--- src/rtl/core/bsa_pkg.sv ---
`timescale 1ns / 1ps

package bsa_pkg;

    localparam int NUM_TRACKS        = 128;
    localparam int SECTORS_PER_TRACK = 4096;
    localparam int SECTOR_BYTES      = 512;
    localparam int MAX_SECTORS       = 20;

    localparam int WORD_BITS     = 64;
    localparam int TOTAL_SECTORS = NUM_TRACKS * SECTORS_PER_TRACK;
    localparam int MAP_WORDS     = (TOTAL_SECTORS + WORD_BITS - 1) / WORD_BITS;

    localparam int ADDR_W   = $clog2(MAP_WORDS);
    localparam int FILL_W   = $clog2(MAP_WORDS + 1);
    localparam int BIT_W    = $clog2(WORD_BITS);
    localparam int LIN_W    = ADDR_W + BIT_W;
    localparam int TRACK_W  = 7;
    localparam int SECTOR_W = 12;
    localparam int BYTES_W  = 14;
    localparam int NEED_W   = $clog2(MAX_SECTORS + 1);
    localparam int SHIFT_W  = $clog2(SECTOR_BYTES);
    localparam int RAW_W    = BYTES_W + 1 - SHIFT_W;

    typedef enum logic [2:0] {
        ST_IDLE,
        ST_READ,
        ST_LOAD,
        ST_SCAN,
        ST_WRITE,
        ST_FINAL
    } bsa_state_t;

    typedef struct packed {
        logic load;
        logic set_bit;
        logic advance;
    } scan_ctl_t;

    typedef struct packed {
        logic             bit_free;
        logic             at_end;
        logic [BIT_W-1:0] bit_idx;
    } scan_sts_t;

endpackage

--- src/rtl/core/bsa_word_scan.sv ---
`timescale 1ns / 1ps

module bsa_word_scan (
    input  logic                              clk,
    input  logic                              rst_n,
    input  bsa_pkg::scan_ctl_t                ctl,
    input  logic [bsa_pkg::WORD_BITS-1:0]     load_word,
    output bsa_pkg::scan_sts_t                sts,
    output logic [bsa_pkg::WORD_BITS-1:0]     word
);
    import bsa_pkg::*;

    logic [WORD_BITS-1:0] word_reg;
    logic [BIT_W-1:0]     bit_reg;

    // Hold the word under test; mark the current bit when told to.
    always_ff @(posedge clk)
    begin
        if (ctl.load)
        begin
            word_reg <= load_word;
        end
        else if (ctl.set_bit)
        begin
            word_reg[bit_reg] <= 1'b1;
        end
    end

    // Bit pointer: restart on load, advance one bit per step.
    always_ff @(posedge clk or negedge rst_n)
    begin
        if (!rst_n)
        begin
            bit_reg <= '0;
        end
        else if (ctl.load)
        begin
            bit_reg <= '0;
        end
        else if (ctl.advance)
        begin
            bit_reg <= bit_reg + BIT_W'(1);
        end
    end

    assign sts.bit_free = ~word_reg[bit_reg];
    assign sts.at_end   = (bit_reg == BIT_W'(WORD_BITS - 1));
    assign sts.bit_idx  = bit_reg;
    assign word         = word_reg;

endmodule

--- config.mk ---
export PLATFORM = sky130hd
export DESIGN_NAME = bsa_word_scan
export DESIGN_NICKNAME = d
export VERILOG_FILES = /design/src/rtl/core/bsa_pkg.sv /design/src/rtl/core/bsa_word_scan.sv
export SDC_FILE = /design/constraint.sdc
export NUM_CORES = 1
export LEC_CHECK = 0
export BUFFER_PORTS_ARGS = -buffer_cell sky130_fd_sc_hd__buf_2
export CAP_MARGIN = 25
export CORE_UTILIZATION = 54
export CTS_CLUSTER_SIZE = 40
export DETAILED_ROUTE_END_ITERATION = 8
export HOLD_SLACK_MARGIN = 0.02
export PLACE_DENSITY = 0.87
export SLEW_MARGIN = 20
export SYNTH_ARGS = -nofsm -noshare
export SYNTH_HDL_FRONTEND = slang
export SYNTH_SLANG_ARGS = --single-unit
--- constraint.sdc ---
create_clock -name clk -period 2.79 [get_ports clk]
set_input_delay 0.1395 -clock clk [delete_from_list [all_inputs] [get_ports clk]]
set_output_delay 0.1395 -clock clk [all_outputs]
set_load 0.02 [all_outputs]
==> results by group <==
Setup path
  • Worst-path fanout max: 15
  • Crit path arrival time: 2.52 ns
  • Crit. End Element: output pin
  • Reg2reg path depth: 5
  • Worst setup path startpoint: bit_reg[2]
  • Worst R2R Start: bit_reg[1]
  • Worst reg2reg setup slack: around 0.75 ns
  • Crit Path Class: register to output pin
  • Worst r2r dst: word[32]
  • Worst endpoint required time: around 2.7 ns
  • Critical path startpoint category: register

Job
  • # Max-Cap Violations: 0

Placed design
  • DP HPWL: between 7000 and 8000 um
  • IO Port Bufs: 140
  • GP Congestion: 0.877

Timing
  • Slew @ Worst Pin: roughly 0.84 ns
  • Final min period: 2.66 ns
  • Slew Limit Headroom: approximately 44%
  • RSZ-0062 raised after global routing: no
  • Max Clock Skew: 0.00893 ns
  • Final count of hold timing violations: 0
  • Final Max Slew Viols: 0
  • Fmax: ~380 MHz
  • Final TNS setup: 0 ns
  • Final setup violation count: 0
  • Final period util: between 90% and 100%

GRT
  • Number of global-route vias before repair: about 3400
  • First-pass GRT wire length: between 15000 and 20000 um
  • Overflow left after global routing: 0
  • Total track usage: a little under a third
  • Largest net degree at the start of global routing: 90
  • Antenna violations before repair: 0

Yosys
  • Area leader, netlist: edfxtp_1
  • Count leader, synth: nand2_1
  • Syn Inst Count: 370
  • EDFF count, synth: 64
  • Sequential area share after synthesis: a little over half
  • Synth Flop Type: edfxtp_1
  • Seq cells post-synth: 70
  • Synth top cells by count: nand2_1, a21oi_1, edfxtp_1, o21ai_0, clkbuf_1
  • Yosys warnings: 0
  • Synth cell types: 29
  • Synthesized area: 3960 um2
  • Synthesized Nets: 440
  • Synthesized area per cell: around 11 um2
  • Synth async-reset ratio: roughly 8.6%
  • Top-area cell type share of the netlist area: approximately half
  • Ranking of synthesized cells by area: edfxtp_1, mux4_1, a21oi_1

Drt
  • Total Wirelength: 11400 um
  • Wire length per cell: roughly 19 um
  • Vias: 3662
  • DR pass1 iterations: 5
  • Routed vias/inst: about 6
  • Post-route ant nets: 0
  • Residual DRC count: 0
  • 1st-iter DRT viols: 376

Layout
  • # nets final: 570
  • FF/Latch Area: roughly 2100 um2
  • Layout cell share with drive strength beyond 1: a little over a third
  • Layout fillers: between 500 and 600
  • Max reg flops: 64
  • Area growth, synth to finish: 24.1%
  • Area of the multi-input gates: around 1700 um2
  • ANT cells: 0

Clocking
  • Clk Latency, worst-skew pair: 0.35 ns
  • Root buf cell: clkbuf_8
  • TritonCTS buffer count: 9
  • CTS tree: done
  • Clock sinks: 70
  • Postcts setup bufs: 0
  • Clock transition at the registers of the reported paths: 0.08 ns
  • CTS Buffer Depth: 2
  • # H-tree levels: 3

Pwr
  • PwrDens: 561 nW/um2
  • P_leak: approximately 2.1 nW
  • VDD IR-drop max: ~0.32 mV
  • Pwr Total: ~0.0028 W

Die
  • Die area: around 7700 um2
  • FP Rows: 30
  • Chip height: 87.6 um
  • I/O Pins: around 140
  • CORE AREA: ~6900 um2
  • Die W: between 80 and 90 um
  • Initial Util: 57.0%

Worst hold path
  • Hold crit path type: primary input to register
  • WHS Path Cells: 3
  • Hold path endpoint: word[54]
  • Min-Delay Startpoint: load_word[54]

Outcome
  • Status: complete, no violations
-- area by class of cell --
| type | count | area share, % |
|---|---|---|
| Timing Repair Buffer | 153 | 16.5 |
| Multi-Input combinational cell | 266 | 35.0 |
| Tap cell | 96 | 2.45 |
| Clock buffer | 9 | 2.52 |
| Sequential cell | 70 | 42.2 |
| Clock inverter | 7 | 1.33 |
-- routing by layer --
layer | GRT usage (%) | vias up | share of wire (%)
met5 | 0 | - | 0
met4 | 8.94 | 0 | 1.6
met3 | 7.92 | 22 | 10
met2 | 47.3 | 266 | 48
met1 | 43.4 | 1726 | 40
li1 | - | 1648 | -
-- power by group --
| group | leakage (nW) | internal, W | total, W | switching [W] |
|---|---|---|---|---|
| sequential | 0.750 | 0.00127 | 0.00137 | 0.0000950 |
| combinational | 1.28 | 0.000234 | 0.000584 | 0.000350 |
| clock | 0.0964 | 0.000406 | 0.000805 | 0.000399 |
| total | 2.13 | 0.00191 | 0.00276 | 0.000844 |
-- logic make-up after synthesis --
group                    after synthesis  share of synthesized area (%)
AND/OR/NAND/NOR                      112                           14.2
buffers and inverters                 34                           4.33
adder cells (fa/ha/maj)                1                          0.316
multiplexers                          17                           10.8
AO/OA/AOI/OAI                        131                           16.9
flip-flops                            70                           52.4
XOR/XNOR                               5                           1.11
-- repair_timing --
action                                  CTS  global route
hold buffers                              1             0
endpoints found under the setup margin    0             1
hold endpoints to repair                  6             0
resized for setup                         0             1
-- through the flow --
stage                     utilization [%]  instances  hold slack (ns)  worst slack (ns)  cell area [um2]
after CTS                            70.5        599           0.0543             0.159             4890
after detailed placement             67.6        582          -0.0158             0.545             4690
after floorplan                         -        370           -0.156             0.646             3960
final                                70.7        601           0.0622             0.129             4910
after global placement               67.6        582          -0.0216             0.584             4690
after global routing                 70.7        601           0.0593            0.0532             4910
-- worst max path at each step --
stage / end / slack [ns]
floorplan: sts[7] / 0.65
finish: sts[7] / 0.13
global placement: sts[7] / 0.58
global route: sts[7] / 0.05
CTS: sts[7] / 0.16
detailed placement: sts[7] / 0.55
-- worst max-delay path, cell delays in order (launching register included) --
cell and delay, ns:
dfrtp_1 0.64, buf_4 0.30, nor3b_1 0.07, or4_1 0.52
or4_1 0.45, buf_2 0.19
-- cell usage in the layout (no fill, tap or decap), types with 2 or more instances in the layout --
master / netlist / final
nor3b_1: 6 / 6
o2111ai_1: 3 / 3
clkbuf_8: 0 / 9
and3_1: 3 / 3
nand2_1: 71 / 71
or3b_2: 3 / 3
nor2_1: 8 / 8
a21oi_1: 64 / 64
clkinv_2: 0 / 3
or4_1: 2 / 2
nand3b_1: 5 / 5
o21ai_0: 64 / 64
dfrtp_1: 6 / 6
xor2_1: 4 / 4
nor3b_2: 4 / 4
buf_4: 3 / 10
nand4_1: 2 / 2
and3b_1: 4 / 4
buf_2: 7 / 140
mux4_1: 15 / 15
edfxtp_1: 64 / 64
No activity file was read; power rests on OpenSTA's default activity.
